**config.mk**
```make
export PLATFORM = sky130hd
export DESIGN_NAME = timed_actuator_sequencer_flat
export DESIGN_NICKNAME = d
export VERILOG_FILES = /design/src/sv/tas_pkg.sv /design/src/sv/tas_if.sv /design/src/sv/tas_delay_timer.sv /design/src/sv/timed_actuator_sequencer.sv /design/src/flat_wrapper.sv
export SDC_FILE = /design/constraint.sdc
export NUM_CORES = 1
export LEC_CHECK = 0
export ABC_AREA = 1
export BUFFER_PORTS_ARGS = -buffer_cell sky130_fd_sc_hd__buf_2
export CAP_MARGIN = 20
export CELL_PAD_IN_SITES_DETAIL_PLACEMENT = 2
export CELL_PAD_IN_SITES_GLOBAL_PLACEMENT = 2
export CORE_AREA = 2 2 169 171
export DETAILED_ROUTE_END_ITERATION = 10
export DIE_AREA = 0 0 171 173
export GPL_ROUTABILITY_DRIVEN = 0
export PLACE_DENSITY = 0.85
export SLEW_MARGIN = 30
export SYNTH_ARGS = -nofsm -noshare
export SYNTH_HDL_FRONTEND = slang
export SYNTH_SLANG_ARGS = --single-unit
```
**constraint.sdc**
```tcl
create_clock -name clk -period 6.2 [get_ports clk]
set_input_delay 1.24 -clock clk [delete_from_list [all_inputs] [get_ports clk]]
set_output_delay 1.24 -clock clk [all_outputs]
set_load 0.05 [all_outputs]
```
**src/sv/tas_pkg.sv**
```systemverilog
// shared types, constants and step table of the timed actuator sequencer
package tas_pkg;

	localparam int MODE_W  = 3;
	localparam int STEP_W  = 4;
	localparam int CFG_W   = 16;
	localparam int CFG_IDX_W = 2;
	localparam int NUM_SEQ = 5;

	localparam logic [MODE_W-1:0] MODE_IDLE     = 3'd0;
	localparam logic [MODE_W-1:0] MODE_LARGE    = 3'd1;
	localparam logic [MODE_W-1:0] MODE_SMALL    = 3'd2;
	localparam logic [MODE_W-1:0] MODE_PREP     = 3'd3;
	localparam logic [MODE_W-1:0] MODE_CATCH    = 3'd4;
	localparam logic [MODE_W-1:0] MODE_EXCHANGE = 3'd5;

	localparam logic [2:0] SEQ_LARGE    = 3'd0;
	localparam logic [2:0] SEQ_SMALL    = 3'd1;
	localparam logic [2:0] SEQ_PREP     = 3'd2;
	localparam logic [2:0] SEQ_CATCH    = 3'd3;
	localparam logic [2:0] SEQ_EXCHANGE = 3'd4;

	localparam logic [CFG_IDX_W-1:0] CFG_SHORT = 2'd0;
	localparam logic [CFG_IDX_W-1:0] CFG_LONG  = 2'd1;
	localparam logic [CFG_IDX_W-1:0] CFG_END   = 2'd2;
	localparam logic [CFG_IDX_W-1:0] CFG_GATE  = 2'd3;

	localparam logic [CFG_W-1:0] SHORT_RESET = 16'd300;
	localparam logic [CFG_W-1:0] LONG_RESET  = 16'd800;
	localparam logic [CFG_W-1:0] END_RESET   = 16'd100;
	localparam logic [CFG_W-1:0] GATE_RESET  = 16'd25;

	localparam logic [7:0] ACT_NONE     = 8'h00;
	localparam logic [7:0] ACT_CLAMP    = 8'h01;
	localparam logic [7:0] ACT_LIFT1    = 8'h06;
	localparam logic [7:0] ACT_LIFT1_L1 = 8'h02;
	localparam logic [7:0] ACT_LIFT1_L2 = 8'h04;
	localparam logic [7:0] ACT_LIFT2    = 8'h18;
	localparam logic [7:0] ACT_LIFT2_L1 = 8'h08;
	localparam logic [7:0] ACT_LIFT2_L2 = 8'h10;
	localparam logic [7:0] ACT_FWD      = 8'h20;
	localparam logic [7:0] ACT_MID      = 8'h40;
	localparam logic [7:0] ACT_EXCH     = 8'h80;

	typedef enum logic [1:0] {
		DLY_SHORT = 2'd0,
		DLY_LONG  = 2'd1,
		DLY_END   = 2'd2,
		DLY_GATE  = 2'd3
	} dly_kind_t;

	typedef struct packed {
		logic [7:0] mask;
		logic [7:0] val;
		dly_kind_t  dly;
	} step_act_t;

	typedef struct packed {
		logic running;
		logic expire;
	} tmr_status_t;

	function automatic step_act_t mk(input logic [7:0] mask, input logic [7:0] val,
			input dly_kind_t dly);
		step_act_t a;
		a.mask = mask;
		a.val  = val;
		a.dly  = dly;
		return a;
	endfunction

	function automatic step_act_t step_act(input logic [2:0] seq, input logic [STEP_W-1:0] k);
		step_act_t a;
		a = mk(ACT_NONE, ACT_NONE, DLY_SHORT);
		case (seq)
			SEQ_LARGE: begin
				case (k)
					4'd1: a = mk(ACT_CLAMP, ACT_NONE, DLY_SHORT);
					4'd2: a = mk(ACT_LIFT1, ACT_LIFT1_L2, DLY_LONG);
					4'd3: a = mk(ACT_FWD, ACT_FWD, DLY_SHORT);
					4'd4: a = mk(ACT_CLAMP, ACT_CLAMP, DLY_SHORT);
					4'd5: a = mk(ACT_LIFT2, ACT_LIFT2_L1, DLY_LONG);
					4'd6: a = mk(ACT_FWD, ACT_NONE, DLY_SHORT);
					4'd7: a = mk(ACT_LIFT1, ACT_NONE, DLY_LONG);
					4'd8: a = mk(ACT_LIFT2, ACT_NONE, DLY_LONG);
					4'd9: a = mk(ACT_CLAMP, ACT_NONE, DLY_SHORT);
					default: a = mk(ACT_NONE, ACT_NONE, DLY_SHORT);
				endcase
			end
			SEQ_SMALL: begin
				case (k)
					4'd1:  a = mk(ACT_CLAMP, ACT_NONE, DLY_SHORT);
					4'd2:  a = mk(ACT_LIFT2, ACT_LIFT2_L1, DLY_LONG);
					4'd3:  a = mk(ACT_LIFT1, ACT_LIFT1_L1, DLY_LONG);
					4'd4:  a = mk(ACT_FWD, ACT_FWD, DLY_SHORT);
					4'd5:  a = mk(ACT_CLAMP, ACT_CLAMP, DLY_SHORT);
					4'd6:  a = mk(ACT_MID, ACT_MID, DLY_SHORT);
					4'd7:  a = mk(ACT_LIFT1, ACT_NONE, DLY_LONG);
					4'd8:  a = mk(ACT_FWD, ACT_NONE, DLY_SHORT);
					4'd9:  a = mk(ACT_MID, ACT_NONE, DLY_SHORT);
					4'd10: a = mk(ACT_LIFT2, ACT_NONE, DLY_LONG);
					4'd11: a = mk(ACT_CLAMP, ACT_NONE, DLY_SHORT);
					default: a = mk(ACT_NONE, ACT_NONE, DLY_SHORT);
				endcase
			end
			SEQ_PREP: begin
				case (k)
					4'd1: a = mk(ACT_CLAMP, ACT_NONE, DLY_END);
					4'd2: a = mk(ACT_LIFT2, ACT_LIFT2_L1, DLY_LONG);
					4'd3: a = mk(ACT_LIFT1, ACT_LIFT1_L2, DLY_LONG);
					4'd4: a = mk(ACT_FWD, ACT_FWD, DLY_SHORT);
					4'd5: a = mk(ACT_MID, ACT_MID, DLY_SHORT);
					default: a = mk(ACT_NONE, ACT_NONE, DLY_SHORT);
				endcase
			end
			SEQ_CATCH: begin
				case (k)
					4'd1: a = mk(ACT_NONE, ACT_NONE, DLY_GATE);
					4'd2: a = mk(ACT_CLAMP, ACT_CLAMP, DLY_SHORT);
					4'd3: a = mk(ACT_FWD, ACT_NONE, DLY_SHORT);
					4'd4: a = mk(ACT_LIFT1, ACT_NONE, DLY_LONG);
					4'd5: a = mk(ACT_MID, ACT_NONE, DLY_SHORT);
					4'd6: a = mk(ACT_LIFT2, ACT_NONE, DLY_LONG);
					4'd7: a = mk(ACT_CLAMP, ACT_NONE, DLY_SHORT);
					default: a = mk(ACT_NONE, ACT_NONE, DLY_SHORT);
				endcase
			end
			SEQ_EXCHANGE: begin
				case (k)
					4'd1: a = mk(ACT_CLAMP, ACT_CLAMP, DLY_SHORT);
					4'd2: a = mk(ACT_LIFT2, ACT_LIFT2_L2, DLY_LONG);
					4'd3: a = mk(ACT_LIFT1, ACT_LIFT1_L1, DLY_LONG);
					4'd4: a = mk(ACT_FWD, ACT_FWD, DLY_SHORT);
					4'd5: a = mk(ACT_CLAMP, ACT_NONE, DLY_SHORT);
					4'd6: a = mk(ACT_EXCH, ACT_EXCH, DLY_SHORT);
					4'd7: a = mk(ACT_EXCH | ACT_FWD, ACT_NONE, DLY_SHORT);
					4'd8: a = mk(ACT_LIFT1, ACT_NONE, DLY_LONG);
					4'd9: a = mk(ACT_LIFT2, ACT_NONE, DLY_LONG);
					default: a = mk(ACT_NONE, ACT_NONE, DLY_SHORT);
				endcase
			end
			default: a = mk(ACT_NONE, ACT_NONE, DLY_SHORT);
		endcase
		return a;
	endfunction

	function automatic logic [STEP_W-1:0] end_step(input logic [2:0] seq);
		logic [STEP_W-1:0] e;
		case (seq)
			SEQ_LARGE:    e = 4'd10;
			SEQ_SMALL:    e = 4'd12;
			SEQ_PREP:     e = 4'd6;
			SEQ_CATCH:    e = 4'd8;
			SEQ_EXCHANGE: e = 4'd10;
			default:      e = 4'd0;
		endcase
		return e;
	endfunction

	function automatic logic [MODE_W-1:0] end_mode(input logic [2:0] seq);
		logic [MODE_W-1:0] m;
		case (seq)
			SEQ_PREP: m = MODE_CATCH;
			default:  m = MODE_IDLE;
		endcase
		return m;
	endfunction

endpackage

```
**src/sv/tas_if.sv**
```systemverilog
// tick input and actuator result channel interfaces
interface tas_in_if;
	logic                       valid;
	logic                       ready;
	logic                       mode_write;
	logic [tas_pkg::MODE_W-1:0] mode_value;
	logic                       photogate;

	modport source (output valid, output mode_write, output mode_value, output photogate,
		input ready);
	modport sink (input valid, input mode_write, input mode_value, input photogate,
		output ready);
endinterface

interface tas_out_if;
	logic                       valid;
	logic                       ready;
	logic                       clamp_on;
	logic [1:0]                 lift_once_level;
	logic [1:0]                 lift_twice_level;
	logic                       forward_on;
	logic                       midair_on;
	logic                       exchange_on;
	logic [tas_pkg::MODE_W-1:0] active_mode;
	logic [tas_pkg::STEP_W-1:0] active_step;
	logic                       delay_pending;

	modport source (output valid, output clamp_on, output lift_once_level,
		output lift_twice_level, output forward_on, output midair_on, output exchange_on,
		output active_mode, output active_step, output delay_pending, input ready);
	modport sink (input valid, input clamp_on, input lift_once_level,
		input lift_twice_level, input forward_on, input midair_on, input exchange_on,
		input active_mode, input active_step, input delay_pending, output ready);
endinterface

```
**src/sv/tas_delay_timer.sv**
```systemverilog
// shared step delay counter with saturating target and elapsed count
module tas_delay_timer #(
	parameter int DELAY_WIDTH = 16
) (
	input  logic                      clk,
	input  logic                      arst_n,
	input  logic                      advance,
	input  logic                      req,
	input  logic [tas_pkg::CFG_W-1:0] req_ticks,
	output tas_pkg::tmr_status_t      status
);

	localparam int WIDE = (DELAY_WIDTH > tas_pkg::CFG_W) ? DELAY_WIDTH : tas_pkg::CFG_W;
	localparam logic [WIDE-1:0] MAX_WIDE = WIDE'({DELAY_WIDTH{1'b1}});
	localparam logic [DELAY_WIDTH-1:0] MAX_CNT = {DELAY_WIDTH{1'b1}};

	logic                   running_q;
	logic [DELAY_WIDTH-1:0] target_q;
	logic [DELAY_WIDTH-1:0] elapsed_q;
	logic [DELAY_WIDTH-1:0] elapsed_inc;
	logic [WIDE-1:0]        ticks_wide;
	logic [WIDE-1:0]        ticks_sat;

	assign elapsed_inc = (elapsed_q == MAX_CNT) ? elapsed_q : elapsed_q + 1'b1;
	assign ticks_wide  = WIDE'(req_ticks);
	assign ticks_sat   = (ticks_wide > MAX_WIDE) ? MAX_WIDE : ticks_wide;

	assign status.running = running_q;
	assign status.expire  = running_q && (elapsed_inc >= target_q);

	always_ff @(posedge clk or negedge arst_n) begin
		if (!arst_n) begin
			running_q <= 1'b0;
			target_q  <= '0;
			elapsed_q <= '0;
		end else if (advance) begin
			if (req) begin
				running_q <= 1'b1;
				target_q  <= ticks_sat[DELAY_WIDTH-1:0];
				elapsed_q <= '0;
			end else if (running_q) begin
				elapsed_q <= elapsed_inc;
				if (status.expire) begin
					running_q <= 1'b0;
				end
			end
		end
	end

endmodule

```
**src/sv/timed_actuator_sequencer.sv**
```systemverilog
// top level of the timed actuator sequencer: tick register, sequence step logic, result register
//
// channel  | role   | handshake          | payload
// in_ch    | sink   | valid/ready        | mode_write, mode_value, photogate (one tick)
// out_ch   | source | valid/ready        | actuator levels, active_mode, active_step,
//          |        |                    | delay_pending (one result per tick)
// cfg      | write  | cfg_we, cfg_index  | cfg_data, four delay registers
//
// one transaction per cycle sustained unless out_ch stalls; each result is registered
// the tick register and the result register each hold one transaction, all state updates
// happen as a tick moves from the tick register into the result register
// a stalled result holds the tick register, which then holds in_ch.ready low
// arst_n clears the mode, all step indexes, the delay counter and the actuators,
// and restores the delay registers to 300, 800, 100 and 25 ticks
module timed_actuator_sequencer #(
	parameter int DELAY_WIDTH = 16
) (
	input  logic                          clk,
	input  logic                          arst_n,
	input  logic                          cfg_we,
	input  logic [tas_pkg::CFG_IDX_W-1:0] cfg_index,
	input  logic [tas_pkg::CFG_W-1:0]     cfg_data,
	tas_in_if.sink                        in_ch,
	tas_out_if.source                     out_ch
);

	localparam int NSEQ = tas_pkg::NUM_SEQ;

	// configuration
	logic [tas_pkg::CFG_W-1:0] short_q, long_q, end_q, gate_q;

	always_ff @(posedge clk or negedge arst_n) begin
		if (!arst_n) begin
			short_q <= tas_pkg::SHORT_RESET;
			long_q  <= tas_pkg::LONG_RESET;
			end_q   <= tas_pkg::END_RESET;
			gate_q  <= tas_pkg::GATE_RESET;
		end else if (cfg_we) begin
			case (cfg_index)
				tas_pkg::CFG_SHORT: short_q <= cfg_data;
				tas_pkg::CFG_LONG:  long_q  <= cfg_data;
				tas_pkg::CFG_END:   end_q   <= cfg_data;
				tas_pkg::CFG_GATE:  gate_q  <= cfg_data;
				default: ;
			endcase
		end
	end

	// tick register
	logic                       valid_s1;
	logic                       mode_write_s1;
	logic [tas_pkg::MODE_W-1:0] mode_value_s1;
	logic                       photogate_s1;
	logic                       valid_s2;
	logic                       advance;
	logic                       in_fire;

	assign advance     = valid_s1 && (!valid_s2 || out_ch.ready);
	assign in_ch.ready = !valid_s1 || advance;
	assign in_fire     = in_ch.valid && in_ch.ready;

	always_ff @(posedge clk or negedge arst_n) begin
		if (!arst_n) begin
			valid_s1 <= 1'b0;
		end else begin
			valid_s1 <= in_fire || (valid_s1 && !advance);
		end
	end

	always_ff @(posedge clk) begin
		if (in_fire) begin
			mode_write_s1 <= in_ch.mode_write;
			mode_value_s1 <= in_ch.mode_value;
			photogate_s1  <= in_ch.photogate;
		end
	end

	// sequence state
	logic [tas_pkg::MODE_W-1:0] mode_q;
	logic [tas_pkg::MODE_W-1:0] mode_before_q;
	logic [tas_pkg::STEP_W-1:0] cur_q  [NSEQ];
	logic [tas_pkg::STEP_W-1:0] next_q [NSEQ];
	logic [7:0]                 act_q;

	tas_pkg::tmr_status_t      tstat;
	logic                      accepting;
	logic                      req;
	tas_pkg::dly_kind_t        req_kind;
	logic [tas_pkg::CFG_W-1:0] req_ticks;

	logic [tas_pkg::MODE_W-1:0] mode_w;
	logic [tas_pkg::MODE_W-1:0] mode_f;
	logic [tas_pkg::MODE_W-1:0] end_md;
	logic                       end_hit;
	logic                       changed;
	logic [tas_pkg::STEP_W-1:0] cur_b  [NSEQ];
	logic [tas_pkg::STEP_W-1:0] next_b [NSEQ];
	logic [tas_pkg::STEP_W-1:0] cur_f  [NSEQ];
	logic [tas_pkg::STEP_W-1:0] next_f [NSEQ];
	logic [tas_pkg::STEP_W-1:0] k;
	logic [tas_pkg::STEP_W-1:0] k_end;
	tas_pkg::step_act_t         a;
	logic [7:0]                 act_mask;
	logic [7:0]                 act_val;
	logic [7:0]                 act_f;
	logic [tas_pkg::STEP_W-1:0] step_out;

	assign accepting = !tstat.running || tstat.expire;

	always_comb begin
		mode_w = mode_q;
		if (mode_write_s1 && (mode_value_s1 <= tas_pkg::MODE_EXCHANGE)) begin
			mode_w = mode_value_s1;
		end
		changed  = (mode_w != mode_before_q);
		act_mask = '0;
		act_val  = '0;
		req      = 1'b0;
		req_kind = tas_pkg::DLY_SHORT;
		end_hit  = 1'b0;
		end_md   = tas_pkg::MODE_IDLE;
		k        = '0;
		k_end    = '0;
		a        = tas_pkg::mk(tas_pkg::ACT_NONE, tas_pkg::ACT_NONE, tas_pkg::DLY_SHORT);
		for (int s = 0; s < NSEQ; s++) begin
			// expiry commits, then a mode change clears every sequence
			cur_b[s]  = tstat.expire ? next_q[s] : cur_q[s];
			next_b[s] = next_q[s];
			if (changed) begin
				cur_b[s]  = '0;
				next_b[s] = '0;
			end
			cur_f[s]  = cur_b[s];
			next_f[s] = next_b[s];
			if (mode_w == tas_pkg::MODE_W'(s + 1)) begin
				k     = cur_b[s];
				k_end = tas_pkg::end_step(3'(s));
				a     = tas_pkg::step_act(3'(s), k);
				if (k == '0) begin
					cur_f[s]  = tas_pkg::STEP_W'(1);
					next_f[s] = tas_pkg::STEP_W'(1);
				end else if (k < k_end) begin
					next_f[s] = k + 1'b1;
					act_mask  = a.mask;
					act_val   = a.val;
					if ((a.dly != tas_pkg::DLY_GATE) || photogate_s1) begin
						req      = accepting;
						req_kind = a.dly;
					end
				end else if (k == k_end) begin
					next_f[s] = '0;
					end_hit   = 1'b1;
					end_md    = tas_pkg::end_mode(3'(s));
					if (end_md == tas_pkg::MODE_IDLE) begin
						req      = accepting;
						req_kind = tas_pkg::DLY_END;
					end
				end else begin
					cur_f[s]  = '0;
					next_f[s] = '0;
				end
			end
		end
		mode_f = end_hit ? end_md : mode_w;
		act_f  = (act_q & ~act_mask) | act_val;
		step_out = '0;
		for (int s = 0; s < NSEQ; s++) begin
			if (mode_f == tas_pkg::MODE_W'(s + 1)) begin
				step_out = cur_f[s];
			end
		end
	end

	always_comb begin
		case (req_kind)
			tas_pkg::DLY_SHORT: req_ticks = short_q;
			tas_pkg::DLY_LONG:  req_ticks = long_q;
			tas_pkg::DLY_END:   req_ticks = end_q;
			tas_pkg::DLY_GATE:  req_ticks = gate_q;
			default:            req_ticks = short_q;
		endcase
	end

	tas_delay_timer #(
		.DELAY_WIDTH (DELAY_WIDTH)
	) u_timer (
		.clk       (clk),
		.arst_n    (arst_n),
		.advance   (advance),
		.req       (req),
		.req_ticks (req_ticks),
		.status    (tstat)
	);

	always_ff @(posedge clk or negedge arst_n) begin
		if (!arst_n) begin
			mode_q        <= tas_pkg::MODE_IDLE;
			mode_before_q <= tas_pkg::MODE_IDLE;
			act_q         <= '0;
			for (int s = 0; s < NSEQ; s++) begin
				cur_q[s]  <= '0;
				next_q[s] <= '0;
			end
		end else if (advance) begin
			mode_q        <= mode_f;
			mode_before_q <= mode_w;
			act_q         <= act_f;
			for (int s = 0; s < NSEQ; s++) begin
				cur_q[s]  <= cur_f[s];
				next_q[s] <= next_f[s];
			end
		end
	end

	// result register
	logic [7:0]                 act_s2;
	logic [tas_pkg::MODE_W-1:0] mode_s2;
	logic [tas_pkg::STEP_W-1:0] step_s2;
	logic                       pending_s2;

	always_ff @(posedge clk or negedge arst_n) begin
		if (!arst_n) begin
			valid_s2 <= 1'b0;
		end else begin
			valid_s2 <= advance || (valid_s2 && !out_ch.ready);
		end
	end

	always_ff @(posedge clk) begin
		if (advance) begin
			act_s2     <= act_f;
			mode_s2    <= mode_f;
			step_s2    <= step_out;
			pending_s2 <= req || (tstat.running && !tstat.expire);
		end
	end

	assign out_ch.valid            = valid_s2;
	assign out_ch.clamp_on         = act_s2[0];
	assign out_ch.lift_once_level  = act_s2[2:1];
	assign out_ch.lift_twice_level = act_s2[4:3];
	assign out_ch.forward_on       = act_s2[5];
	assign out_ch.midair_on        = act_s2[6];
	assign out_ch.exchange_on      = act_s2[7];
	assign out_ch.active_mode      = mode_s2;
	assign out_ch.active_step      = step_s2;
	assign out_ch.delay_pending    = pending_s2;

	a_ready_low_full: assert property (@(posedge clk) disable iff (!arst_n)
		!in_ch.ready |-> (valid_s1 && valid_s2 && !out_ch.ready))
		else $error("tick register blocked while result path is free");

	a_state_holds: assert property (@(posedge clk) disable iff (!arst_n)
		!advance |=> ($stable(mode_q) && $stable(act_q) && $stable(mode_before_q)))
		else $error("sequence state moved without a tick");

	a_idle_step_zero: assert property (@(posedge clk) disable iff (!arst_n)
		(valid_s2 && (out_ch.active_mode == tas_pkg::MODE_IDLE)) |-> (out_ch.active_step == '0))
		else $error("idle mode reports a nonzero step");

	a_advance_fills: assert property (@(posedge clk) disable iff (!arst_n)
		advance |=> valid_s2)
		else $error("processed tick produced no result");

endmodule

```
**src/flat_wrapper.sv**
```systemverilog
// flat-port wrapper written by rule: the top's interface ports become plain ports
module timed_actuator_sequencer_flat 
#(
	parameter int DELAY_WIDTH = 16
)
  (clk, arst_n, cfg_we, cfg_index, cfg_data, in_ch_valid, in_ch_mode_write, in_ch_mode_value, in_ch_photogate, in_ch_ready, out_ch_valid, out_ch_clamp_on, out_ch_lift_once_level, out_ch_lift_twice_level, out_ch_forward_on, out_ch_midair_on, out_ch_exchange_on, out_ch_active_mode, out_ch_active_step, out_ch_delay_pending, out_ch_ready);
  tas_in_if in_ch_i ();
  tas_out_if out_ch_i ();
  input  logic clk;
  input  logic arst_n;
  input  logic cfg_we;
  input  logic [tas_pkg::CFG_IDX_W-1:0] cfg_index;
  input  logic [tas_pkg::CFG_W-1:0] cfg_data;
  input wire logic [$bits(in_ch_i.valid)-1:0] in_ch_valid;
  input wire logic [$bits(in_ch_i.mode_write)-1:0] in_ch_mode_write;
  input wire logic [$bits(in_ch_i.mode_value)-1:0] in_ch_mode_value;
  input wire logic [$bits(in_ch_i.photogate)-1:0] in_ch_photogate;
  output wire logic [$bits(in_ch_i.ready)-1:0] in_ch_ready;
  output wire logic [$bits(out_ch_i.valid)-1:0] out_ch_valid;
  output wire logic [$bits(out_ch_i.clamp_on)-1:0] out_ch_clamp_on;
  output wire logic [$bits(out_ch_i.lift_once_level)-1:0] out_ch_lift_once_level;
  output wire logic [$bits(out_ch_i.lift_twice_level)-1:0] out_ch_lift_twice_level;
  output wire logic [$bits(out_ch_i.forward_on)-1:0] out_ch_forward_on;
  output wire logic [$bits(out_ch_i.midair_on)-1:0] out_ch_midair_on;
  output wire logic [$bits(out_ch_i.exchange_on)-1:0] out_ch_exchange_on;
  output wire logic [$bits(out_ch_i.active_mode)-1:0] out_ch_active_mode;
  output wire logic [$bits(out_ch_i.active_step)-1:0] out_ch_active_step;
  output wire logic [$bits(out_ch_i.delay_pending)-1:0] out_ch_delay_pending;
  input wire logic [$bits(out_ch_i.ready)-1:0] out_ch_ready;
  assign in_ch_i.valid = in_ch_valid;
  assign in_ch_i.mode_write = in_ch_mode_write;
  assign in_ch_i.mode_value = in_ch_mode_value;
  assign in_ch_i.photogate = in_ch_photogate;
  assign in_ch_ready = in_ch_i.ready;
  assign out_ch_valid = out_ch_i.valid;
  assign out_ch_clamp_on = out_ch_i.clamp_on;
  assign out_ch_lift_once_level = out_ch_i.lift_once_level;
  assign out_ch_lift_twice_level = out_ch_i.lift_twice_level;
  assign out_ch_forward_on = out_ch_i.forward_on;
  assign out_ch_midair_on = out_ch_i.midair_on;
  assign out_ch_exchange_on = out_ch_i.exchange_on;
  assign out_ch_active_mode = out_ch_i.active_mode;
  assign out_ch_active_step = out_ch_i.active_step;
  assign out_ch_delay_pending = out_ch_i.delay_pending;
  assign out_ch_i.ready = out_ch_ready;
  timed_actuator_sequencer #(.DELAY_WIDTH(DELAY_WIDTH)) u_core (.clk(clk), .arst_n(arst_n), .cfg_we(cfg_we), .cfg_index(cfg_index), .cfg_data(cfg_data), .in_ch(in_ch_i), .out_ch(out_ch_i));
endmodule
```
Yosys cells after proc, flatten, opt, wreduce, memory -nomap -nowiden:

Memory sizes are Yosys's and may differ from the RTL's.
Cells that the tools add are included.
W data, S select, Z words.

* memories kept: 3
* output and inout bits: 18
* memory bits (read-only): 592
* bits of input ports: 28
* word-level logic and storage cells: 365
* bits in registers: 174

Memories
* (no name shown): depth 16, width 13, rd ports 1, clocked after memory_dff 0, write ports 0, RTL line tas_pkg.sv:91 `case (k)`
* (no name shown): depth 16, width 13, rd ports 1, clocked after memory_dff 0, write ports 0, RTL line tas_pkg.sv:129 `case (k)`
* (no name shown): depth 16, width 11, rd ports 1, clocked after memory_dff 0, write ports 0, RTL line tas_pkg.sv:77 `case (k)`

* bitwise operators: 3
* $add $sub $neg: 6
* muxes and demuxes: 223
* eq/ne operators: 40
* reduce and logical (&&, ||, !) cells: 53
* order comparisons: 8

Operators with widths (count)
* $mux W8: 30
* $mux W4: 56
* $mux W3: 42
* $pmux W17 S7: 1
* $mux W18: 5
* $pmux W17 S5: 1
* $mux W16: 4
* $pmux W16 S4: 1
* $mux W2: 30
* $mux W1: 53
* $eq A4 B3 Y1 const B: 6
* $reduce_and A2 Y1: 11
* $add A4 B1 Y4 const B: 5
* $eq A4 B4 Y1: 5
* $logic_not A4 Y1: 5
* $lt A4 B4 Y1: 5
* $add A16 B1 Y16 const B: 1
* $eq A16 B16 Y1 const B: 1
* $eq A4 B2 Y1 const B: 4
* $ge A16 B16 Y1: 1
* $gt A16 B16 Y1 const B: 1
* $logic_not A3 Y1: 5
* $eq A3 B2 Y1 const B: 4
* $eq A3 B3 Y1 const B: 4
* 15 further kinds: 52

Depth between registers and ports, before layout:

Gate-level depths: netlist (run 1).

* depth after elaboration: 41
* depth in mapped cells: 48
* depth with buffers taken out: 45

Hierarchy:

From an unflattened synthesis (run 1), not the netlist that was laid out.

* cells, all modules: 1330
* area, all modules: 10372.4 um2

Modules (own cells, without submodules)
* timed_actuator_sequencer: cells an instance 1048, area each 8269.2 um2, seq. area each 3649.8 um2, times used 1
* tas_delay_timer: cells an instance 282, area each 2103.3 um2, seq. area each 825.8 um2, times used 1

Worst setup path after synthesis (run 1):

Ideal clock, no wire load.

* path kind: reg-to-reg
* from: reg u_core.u_timer.elapsed_q[0]
* to: reg u_core.u_timer.target_q[10]
* path buffers: 3
* stages on the path, launching flop included: 41
* clock period less this slack: 5.433 ns
* arrival: 5.317 ns
* data required time: 6.084 ns
* path slack: 0.767 ns
* path through: dfrtp_1 > ha_1 > inv_1 > nor4_1 > nand3_1 > nor2_1 > inv_1 > nor2_1 > nand2_1 > inv_1 > nor3_1 > nand2_1 > xor2_1 > inv_1 > ha_1 > a21oi_1 > o21ai_0 > a21oi_1 > [... 5 more ...] > nor3_1 > inv_1 > ha_1 > nand3_1 > nand2_1 > inv_2 > nand2_1 > nand2_1 > nand2_1 > nand2_1 > nand2_1 > nand2_4 > nand2_4 > buf_6 > o21bai_1 > nand3_1 > nand2_1 > nand2_1

* longest elaborated chain between the ends: 38

Ends and longest elaborated chain
* from (decl): RTL line tas_delay_timer.sv:19 `logic [DELAY_WIDTH-1:0] elapsed_q;`
* from (signal assigned): RTL line tas_delay_timer.sv:42 `elapsed_q <= elapsed_inc;`
* $add A16 B1 Y16 or $eq A16 B16 Y1 (tied branches): RTL line tas_delay_timer.sv:24 `assign elapsed_inc = (elapsed_q == MAX_CNT) ? elapsed_q : elapsed_q + 1'b1;`
* $mux W16 *: RTL line tas_delay_timer.sv:24
* $ge A16 B16 Y1 *: RTL line tas_delay_timer.sv:29 `assign status.expire = running_q && (elapsed_inc >= target_q);`
* $logic_and A1 B1 Y1 *: RTL line tas_delay_timer.sv:29
* $mux W4: RTL line timed_actuator_sequencer.sv:127 `cur_b[s] = tstat.expire ? next_q[s] : cur_q[s];`
* $mux W4: RTL line timed_actuator_sequencer.sv:129 `if (changed) begin`
* $mem_v2 Z16 W11
* $mux W18: RTL line timed_actuator_sequencer.sv:135 `if (mode_w == tas_pkg::MODE_W'(s + 1)) begin`
* [... 22 more ...]
* $mux W2: RTL line timed_actuator_sequencer.sv:150 `end else if (k == k_end) begin`
* $mux W2: RTL line timed_actuator_sequencer.sv:142 `end else if (k < k_end) begin`
* $mux W2: RTL line timed_actuator_sequencer.sv:139 `if (k == '0) begin`
* $mux W2: RTL line timed_actuator_sequencer.sv:135
* $eq A2 B2 Y1 (tied with other cells): RTL line timed_actuator_sequencer.sv:175 `case (req_kind)`
* $pmux W16 S4: RTL line timed_actuator_sequencer.sv:175
* $gt A16 B16 Y1: RTL line tas_delay_timer.sv:26 `assign ticks_sat = (ticks_wide > MAX_WIDE) ? MAX_WIDE : ticks_wide;`
* $mux W16: RTL line tas_delay_timer.sv:26
* to (signal assigned): RTL line tas_delay_timer.sv:39 `target_q <= ticks_sat[DELAY_WIDTH-1:0];`
* to (decl): RTL line tas_delay_timer.sv:18 `logic [DELAY_WIDTH-1:0] target_q;`

Every way passes the cells marked *; elsewhere a longest branch is shown, timed or not. The select of a mux whose other input is x is not followed.
A chain may end at the register's enable or synchronous reset.

Worst setup path in the final report (run 1):

* from: reg u_core.u_timer.elapsed_q[0]
* to: reg u_core.u_timer.target_q[8]

Same word-level chain as after synthesis.

==> flow_summary.ini, run 1 <==
[run_status]
status = finished, final reports clean

[layout]
diodes = 0
area_growth_pct = 16.1
drive_gt1_share_pct = 14.0
layout.nets = 1465

[clock_tree]
cts_inserted_buffers = 17
cts_sinks = 174
cts-root-buf = clkbuf_16
htree_levels = 4
clk_pin_slew_ps = 90
clk_latency_ps = 480
tritoncts = done
cts_max_path_buffers = 2
hold_buffers = 0

[die]
io_pins = 46
initial_core_util_pct = 36.6
die_area_um2 = 29600
fp.dieH_um = 173
core_um2 = 27600
dieWidth_um = 171
rows = 61

[power_and_ir_drop]
totalPowerFinal_mw = 4.14
p_leak_nw = 5.66
ir_drop_mv = 0.222
powerDensity_nw_per_um2 = 352

[critical_path]
start_kind = flip-flop
crit_type = flip-flop to flip-flop
critPathArrivalTime_ps = 6380
path_depth = 39
worstPathMaxFanout = 24
r2r_cells = 39
r2r-start = u_core.u_timer.elapsed_q[0]$_DFFE_PN0P_
slowest_stage = dfrtp_1
crit_path_end = u_core.u_timer.target_q[8]$_DFFE_PN0P_
r2r_setup_slack_ps = 180
slowest_delay_ps = 370
path_buf_inv = 5
crit_family = simple AND/OR/NAND/NOR gates
crit_path_frequent_cell = nand2_1
end_kind = flip-flop
required_ps = 6560
startpoint = u_core.u_timer.elapsed_q[0]$_DFFE_PN0P_
r2r_end = u_core.u_timer.target_q[8]$_DFFE_PN0P_

[timing]
maxClockFrequency_mhz = 166
layout_min_cycle_time_ps = 6020
fin_hold_ws_ps = 494
max-slew-margin-rel_pct = 46.8
finalSetupViolCount = 0
finalMaxSlewViolations = 0
finClkSkew_ps = 19.0
worst_pin_slew_ps = 788
fin_crit_sh_pct = 97.1
final-hold-violation-count = 0

[synthesis]
synth_top_area_share_pct = 34.6
ys.flop_type = dfrtp_1
synthTopCellsByCount = 382 x nand2_1, 187 x inv_1, 140 x dfrtp_1, 140 x o21ai_0, 84 x nor2_1
yosysSeqAreaShare_pct = 44.2
netlist_area_um2 = 10100
ys_warn_count = 0
yosysUniqueCellTypes = 47
avgSynthCellArea_um2 = 7.60
yosys-top-cells-area = dfrtp_1 35%, nand2_1 14%, inv_1 6.9%
ys_seq_elements = 174
synthesis.nets = 1400
synth_edf_count = 21
yosysMostFrequentCell = nand2_1
async_reset_ff_share_pct = 87.9
synth_area_leader_cell = dfrtp_1
netlist_instances = 1331

[route]
route.detailed.drc = 0
ant_nets = 0
wire_per_inst_um = 22.3
viasPerCell = 5.44
dr.first_iter.drc_count = 548
dr.pass1.iters = 5
vias = 9714
routed_wl_mm = 39.8

[global_route]
grt_remaining_overflow = 0
grtUsageTotal_pct = 26.6
grt_pass1_wl_mm = 61.2
grt_pass1_vias = 10700
grt_max_degree = 73
antenna_found_initial = 0

[worst_hold_path]
hold_path_class = flip-flop to flip-flop

[placed_design]
place_hpwl_mm = 25.1
port-buffer-count = 45

[run]
max-cap-violations = 0
registers in the layout, indices dropped and copies added (netlist names), 3 cells and up:
| register | flops |
|---|---|
| u_core.cur_q | 20 |
| u_core.next_q | 20 |
| u_core.end_q | 16 |
| u_core.gate_q | 16 |
| u_core.long_q | 16 |
| u_core.short_q | 16 |
| u_core.u_timer.elapsed_q | 16 |
| u_core.u_timer.target_q | 16 |
| u_core.act_q | 8 |
| u_core.act_s2 | 8 |
| u_core.out_ch.active_step | 4 |
| u_core.mode_before_q | 3 |
| u_core.mode_q | 3 |
| u_core.mode_value_s1 | 3 |
| u_core.out_ch.active_mode | 3 |
metrics by stage:
stage	std cells	setup WS (ps)	utilization [%]	instance area, um^2	TNS, ps
2_1_floorplan	1331	767	-	10100	0
3_3_place_gp	1747	334	39.4	10900	0
3_5_place_dp	1747	-115	39.4	10900	-929
4_1_cts	1779	19.5	41.8	11600	0
5_1_grt	1787	-201	42.5	11700	-3230
6_report	1787	178	42.5	11700	0
what timing repair did:
| action | 4_1_cts | 5_1_grt |
|---|---|---|
| pin swaps | 0 | 1 |
| cloned | 0 | 1 |
| setup buffers | 0 | 7 |
| gates resized for setup | 4 | 31 |
| endpoints found under the hold margin | 0 | 0 |
| setup endpoints to repair | 20 | 57 |
cell families (layout without fill, tap and decap cells):
group           Yosys count  after routing  synth area share, %
fa+ha+maj                41             41                 5.07
compound gates          242            242                 13.4
xor+xnor                 14             14                 1.21
flops                   174            174                 44.2
simple gates            625            626                 26.9
buf+inv                 235            312                 9.13
worst register-to-register path, delay by kind of cell (launching register included):
family	cells	cell delay [ps]
buf+inv	5	690
flops	1	370
fa+ha+maj	3	760
compound gates	2	440
simple gates	28	3350
xor+xnor	1	320
layout by cell type (no fill, tap or decap), drive strengths merged, types with 2 or more instances in the layout:
master,synthesis,routed
a21oi,31,31
a31oi,6,6
a32o,3,3
buf,16,81
clkbuf,20,17
clkinv,3,6
dfrtp,140,140
dfstp,13,13
edfxtp,21,21
ha,41,41
inv,196,208
nand2,391,392
nand3,83,83
nand3b,12,12
nand4,25,25
nor2,92,92
nor3,17,17
nor4,3,3
o211ai,8,8
o21a,4,4
o21ai,160,160
o21bai,8,8
o22ai,12,12
o311ai,2,2
o31ai,3,3
o41ai,2,2
xor2,13,13
worst min-delay path by stage:
stage,from,to,slack [ps],cells after the start
after floorplan,u_core.next_q[16]$_DFFE_PN0P_,u_core.next_q[16]$_DFFE_PN0P_,440,2
after global placement,u_core.short_q[7]$_DFFE_PN0P_,u_core.short_q[7]$_DFFE_PN0P_,460,2
after detailed placement,u_core.u_timer.target_q[3]$_DFFE_PN0P_,u_core.u_timer.target_q[3]$_DFFE_PN0P_,470,2
after CTS,u_core.short_q[13]$_DFFE_PN0P_,u_core.short_q[13]$_DFFE_PN0P_,490,2
after global routing,u_core.short_q[13]$_DFFE_PN0P_,u_core.short_q[13]$_DFFE_PN0P_,510,2
final,u_core.end_q[0]$_DFFE_PN0P_,u_core.end_q[0]$_DFFE_PN0P_,490,2
metal layers:
metal,global-route usage [%],wire length (um)
met1,36.9,18200
met4,8.40,847
met3,3.32,1530
met2,43.3,19300
met5,0,0
final cells by class:
cell class,instances,area (um^2)
clock buffers,17,425
clock inverters,15,229
fillers,3217,15900
inverters,199,749
multi-input cells,923,4870
flip-flops and latches,174,4480
well taps,378,473
repair buffers,81,522
where the power goes:
group	total (mW)	leakage [nW]	switching (mW)	internal, mW
clock	1.24	0.316	0.656	0.580
combinational	1.40	3.18	0.986	0.413
sequential	1.50	2.16	0.139	1.36
(Power assumes the default switching activity.)
==> inputs of run 2 (changes only) <==
--- a/config.mk
+++ b/config.mk
@@ -10,11 +10,11 @@
 export CAP_MARGIN = 20
 export CELL_PAD_IN_SITES_DETAIL_PLACEMENT = 2
 export CELL_PAD_IN_SITES_GLOBAL_PLACEMENT = 2
-export CORE_AREA = 2 2 169 171
+export CORE_AREA = 2 2 179 181
 export DETAILED_ROUTE_END_ITERATION = 10
-export DIE_AREA = 0 0 171 173
+export DIE_AREA = 0 0 181 183
 export GPL_ROUTABILITY_DRIVEN = 0
-export PLACE_DENSITY = 0.85
+export PLACE_DENSITY = 0.8
 export SLEW_MARGIN = 30
 export SYNTH_ARGS = -nofsm -noshare
 export SYNTH_HDL_FRONTEND = slang
==> constraint.sdc (replaced) <==
create_clock -name clk -period 5.45 [get_ports clk]
set_input_delay 0 -clock clk [delete_from_list [all_inputs] [get_ports clk]]
set_output_delay 0 -clock clk [all_outputs]
set_load 0.05 [all_outputs]
==> flow_summary.ini, run 2 (synthesis gave the netlist of run 1 again) <==
[die]
die_area_um2 = 33100
fp.dieH_um = 183
dieWidth_um = 181
io_pins = 46
core_um2 = 31200
rows = 65
initial_core_util_pct = 32.4

[power_and_ir_drop]
power_frac_seq_pct = 34.1
totalPowerFinal_mw = 5.11
powerDensity_nw_per_um2 = 380
p_leak_nw = 6.30
intPower_mw = 2.88
power_frac_clock_pct = 25.7
comb_power_share_pct = 40.2
netSwitchingFraction_pct = 43.7
power_switching_mw = 2.23
ir_drop_mv = 0.200

[layout]
diodes = 0
layout_common_cells = 346 x nand2_1, 161 x inv_1, 140 x dfrtp_1
multi_input_area_um2 = 5490
top_regs = u_core.cur_q x20, u_core.next_q x20
seq_area_um2 = 4480
area_growth_pct = 33.0
layout.nets = 1572
finalNonFillerCells = 1918
final_common_cell = nand2_1
drive_gt1_share_pct = 26.5
finish.utilization_pct = 43.1
fillCellCount = 3512

[route]
viasPerCell = 5.70
dr.pass1.iters = 5
routed_wl_mm = 52.6
dr.first_iter.drc_count = 878
route.detailed.drc = 0
ant_nets = 0
wire_per_inst_um = 27.4
vias = 10900

[global_route]
grtUsageTotal_pct = 24.5
grt_remaining_overflow = 0
grt_max_degree = 102
antenna_found_initial = 1
grt_pass1_wl_mm = 63.4
grt_pass1_vias = 11000

[clock_tree]
cts_sinks = 174
cts_max_path_buffers = 2
cts-root-buf = clkbuf_16
cts_inserted_buffers = 17
tritoncts = done
clk_latency_ps = 480
clk_pin_slew_ps = 90
htree_levels = 4

[placed_design]
dp_cells = 1792
port-buffer-count = 45
place_hpwl_mm = 25.0

[run_status]
status = finished, violations left
violations = negative setup slack

[timing]
finalMaxSlewViolations = 0
finalSetupViolCount = 57
rsz0062_at_grt = true
final-hold-violation-count = 0
fin_crit_sh_pct = 110
maxClockFrequency_mhz = 166
layout_min_cycle_time_ps = 6020
worst_slack_ps = -570
worst_pin_slew_ps = 901
max-slew-margin-rel_pct = 39.9
finClkSkew_ps = 27.9

[critical_path]
crit_family = simple AND/OR/NAND/NOR gates
end_kind = flip-flop
crit_type = flip-flop to flip-flop
start_kind = flip-flop
slowest_stage = dfrtp_1
crit_path_frequent_cell = nand2_1
path_buf_inv = 10
slowest_delay_ps = 400
required_ps = 5790
worstPathMaxFanout = 8
critPathArrivalTime_ps = 6360

[worst_hold_path]
hold_path_class = input port to flip-flop

[run]
max-cap-violations = 0
[run 2: worst paths after layout]
kind / startpoint / end / slack, ps / cells after the start
worst max-delay path: u_core.u_timer.elapsed_q[0]$_DFFE_PN0P_ / u_core.u_timer.target_q[14]$_DFFE_PN0P_ / -570 / 46
worst min-delay path: cfg_index[0] / u_core.gate_q[3]$_DFFE_PN1P_ / 170 / 5
worst max register to register: u_core.u_timer.elapsed_q[0]$_DFFE_PN0P_ / u_core.u_timer.target_q[14]$_DFFE_PN0P_ / -570 / 46
worst min register to register: u_core.long_q[9]$_DFFE_PN1P_ / u_core.long_q[9]$_DFFE_PN1P_ / 490 / 2
max in group asynchronous: arst_n / u_core.u_timer.elapsed_q[4]$_DFFE_PN0P_ / 3860 / 3
min in group asynchronous: arst_n / u_core.mode_q[2]$_DFFE_PN0P_ / 190 / 2
[run 2: layout make-up]
| class | count | area share (%) |
|---|---|---|
| multi-input cells | 923 | 40.8 |
| flip-flops and latches | 174 | 33.3 |
| repair buffers | 188 | 12.2 |
| inverters | 199 | 5.69 |
| well taps | 402 | 3.74 |
| clock buffers | 18 | 3.19 |
| clock inverters | 14 | 1.10 |
[run 2: worst register-to-register path: cells and delay by family (launching register included)]
kind                     cells  cell delay (ps)
AO/OA/AOI/OAI                4              440
AND/OR/NAND/NOR             29             3160
flip-flops                   1              400
adder cells (fa/ha/maj)      3              730
buffers and inverters       10             1160
[run 2: power by group through the flow]
stage,clock network [mW],logic (mW),registers (mW)
finish,1.31,2.06,1.74
global route,1.36,2.19,1.76
CTS,1.29,1.52,1.69
detailed placement,0,1.39,1.71
global placement,0,1.32,1.70
floorplan,0,0.867,1.72
[run 2: what timing repair did]
| item | in CTS | in global routing |
|---|---|---|
| pin swaps | 2 | 74 |
| resized for setup | 30 | 191 |
| endpoints found under the hold margin | 160 | 0 |
| buffers inserted | 6 | 55 |
| hold buffers | 25 | 0 |
| endpoints found under the setup margin | 49 | 60 |
| cloned | 2 | 7 |
[run 2: layer usage]
layer / vias up / global-route usage, % / share of wire (%)
met4: 2 / 7.09 / 4.1
met1: 5651 / 33.0 / 41
li1: 4662 / - / -
met5: - / 0 / 0.025
met2: 453 / 41.2 / 49
met3: 157 / 3.61 / 5.5
[run 2: metrics by stage]
| stage | instance area [um^2] | hold WS (ps) | TNS [ps] | worst slack [ps] |
|---|---|---|---|---|
| final | 13500 | 174 | -17530 | -570 |
| after global routing | 13500 | 209 | -30190 | -784 |
| after CTS | 12200 | 119 | 0 | 27.1 |
| after detailed placement | 11100 | 180 | -6940 | -334 |
| after global placement | 11100 | 179 | -1720 | -148 |
| after floorplan | 10100 | -296 | 0 | 16.6 |
==> inputs of run 3 (changes only) <==
--- a/config.mk
+++ b/config.mk
@@ -10,9 +10,10 @@
 export CAP_MARGIN = 20
 export CELL_PAD_IN_SITES_DETAIL_PLACEMENT = 2
 export CELL_PAD_IN_SITES_GLOBAL_PLACEMENT = 2
-export CORE_AREA = 2 2 179 181
+export CORE_AREA = 2 2 213 152
+export CTS_BUF_LIST = sky130_fd_sc_hd__clkbuf_16
 export DETAILED_ROUTE_END_ITERATION = 10
-export DIE_AREA = 0 0 181 183
+export DIE_AREA = 0 0 215 154
 export GPL_ROUTABILITY_DRIVEN = 0
 export PLACE_DENSITY = 0.8
 export SLEW_MARGIN = 30
==> flow_summary.ini, run 3 (synthesis gave the netlist of run 1 again) <==
[die]
io_pins = 46
die_area_um2 = 33100
dieWidth_um = 215
fp.dieH_um = 154
rows = 54
core_um2 = 30900
initial_core_util_pct = 32.7

[route]
routed_wl_mm = 58.9
dr.pass1.iters = 7
route.detailed.drc = 0
dr.first_iter.drc_count = 978
ant_nets = 0
wire_per_inst_um = 29.1
viasPerCell = 5.73
vias = 11600

[layout]
layout_common_cells = 336 x nand2_1, 177 x buf_4, 167 x inv_1
fillCellCount = 3416
stdcell_area_um2 = 14200
finish.utilization_pct = 46.0
drive_gt1_share_pct = 31.8
layout.nets = 1657
area_growth_pct = 40.8
final_common_cell = nand2_1
finalNonFillerCells = 2022
top_regs = u_core.cur_q x20, u_core.next_q x20

[clock_tree]
htree_levels = 4
cts-root-buf = clkbuf_16
cts_sinks = 174
clk_pin_slew_ps = 80
cts_inserted_buffers = 17
tritoncts = done
clk_latency_ps = 490
cts_max_path_buffers = 2

[placed_design]
dp_cells = 1896
place_hpwl_mm = 28.4
dpl_cell_area_um2 = 11800
port-buffer-count = 45
post-place-ws_ps = -562

[timing]
finalSetupViolCount = 58
fin_hold_ws_ps = 178
finClkSkew_ps = 23.5
layout_min_cycle_time_ps = 5900
finalSetupTns_ps = -15530
maxClockFrequency_mhz = 169
finalMaxSlewViolations = 0
final-hold-violation-count = 0
rsz0062_at_grt = true
max-slew-margin-rel_pct = 27.6
worst_pin_slew_ps = 1080
worst_slack_ps = -452
fin_crit_sh_pct = 108

[global_route]
antenna_found_initial = 1
grt_pass1_vias = 11600
grt_max_degree = 97
grtUsageTotal_pct = 26.9
grt_remaining_overflow = 0
grt_pass1_wl_mm = 68.7

[run_status]
violations = negative setup slack
status = finished, violations left

[power_and_ir_drop]
p_leak_nw = 6.82
totalPowerFinal_mw = 5.35
powerDensity_nw_per_um2 = 376
ir_drop_mv = 0.249

[worst_hold_path]
hold_path_class = input port to asynchronous set/reset pin

[critical_path]
r2r-start = u_core.u_timer.elapsed_q[1]$_DFFE_PN0P_
r2r_cells = 33
crit_type = flip-flop to flip-flop
r2r_setup_slack_ps = -450
start_kind = flip-flop
worstPathMaxFanout = 8
r2r_end = u_core.out_ch.active_step[0]$_DFFE_PP_
slowest_stage = dfrtp_1
critPathArrivalTime_ps = 6140
slowest_delay_ps = 400
end_kind = flip-flop
required_ps = 5690

[run]
max-cap-violations = 0
run 3: cell count changes in the layout (fill, tap and decap cells not counted), moves of 5 or more:
| cell | delta |
|---|---|
| inv_1 | +6 |
| buf_4 | +83 |
| nand3_1 | -12 |
| o21ai_0 | -5 |
| buf_6 | +6 |
| nand3_2 | +11 |
| nand2_1 | -10 |
run 3: power by group:
group / leakage [nW] / switching (mW) / total (mW) / internal [mW]
Sequential: 2.16 / 0.199 / 1.75 / 1.55
Clock: 0.298 / 0.684 / 1.36 / 0.676
Combinational: 4.35 / 1.49 / 2.24 / 0.750
Total: 6.82 / 2.38 / 5.35 / 2.98
run 3: how the worst max path moves through the flow:
stage	slack, ps	start	depth (start not counted)	to
after floorplan	20	u_core.u_timer.elapsed_q[0]$_DFFE_PN0P_	40	u_core.u_timer.target_q[10]$_DFFE_PN0P_
after global placement	-90	u_core.u_timer.elapsed_q[0]$_DFFE_PN0P_	39	u_core.out_ch.active_step[1]$_DFFE_PP_
after detailed placement	-560	u_core.u_timer.elapsed_q[1]$_DFFE_PN0P_	39	u_core.out_ch.active_step[1]$_DFFE_PP_
after CTS	4	u_core.u_timer.elapsed_q[2]$_DFFE_PN0P_	36	u_core.u_timer.target_q[10]$_DFFE_PN0P_
after global routing	-630	u_core.u_timer.elapsed_q[1]$_DFFE_PN0P_	38	u_core.u_timer.target_q[7]$_DFFE_PN0P_
final	-450	u_core.u_timer.elapsed_q[1]$_DFFE_PN0P_	33	u_core.out_ch.active_step[0]$_DFFE_PP_
run 3: worst max-delay path, delay by kind of cell (launching register included):
kind	cells	cell delay [ps]
AOI/OAI and AO/OA	3	800
xor gates and xnor gates	1	280
adders and majority gates	3	740
buffers and inverters	9	1020
DFF	1	400
and+or+nand+nor	17	2390
run 3: metal layers:
metal | GRT usage, % | up-vias | share of wire [%]
li1 | - | 4831 | -
met3 | 5.91 | 211 | 6.3
met1 | 36.7 | 6023 | 40
met2 | 43.3 | 526 | 49
met5 | 0 | - | 0
met4 | 7.26 | 0 | 4.4
run 3: repair_timing:
| action | CTS | global route |
|---|---|---|
| resized for setup | 59 | 205 |
| endpoints found under the hold margin | 158 | 0 |
| buffers inserted | 17 | 49 |
| hold buffers | 25 | 0 |
| setup endpoints to repair | 61 | 64 |
| pin swaps | 12 | 77 |
| cloned | 0 | 4 |
run 3: cell type report:
class / count / area, um^2 / area share [%]
clock inverters: 14 / 149 / 1.04
flip-flops and latches: 174 / 4480 / 31.4
multi-input cells: 922 / 5660 / 39.7
repair buffers: 274 / 2230 / 15.7
inverters: 199 / 754 / 5.29
diodes: 1 / 2.50 / 0.0176
clock buffers: 18 / 450 / 3.16
well taps: 420 / 526 / 3.69
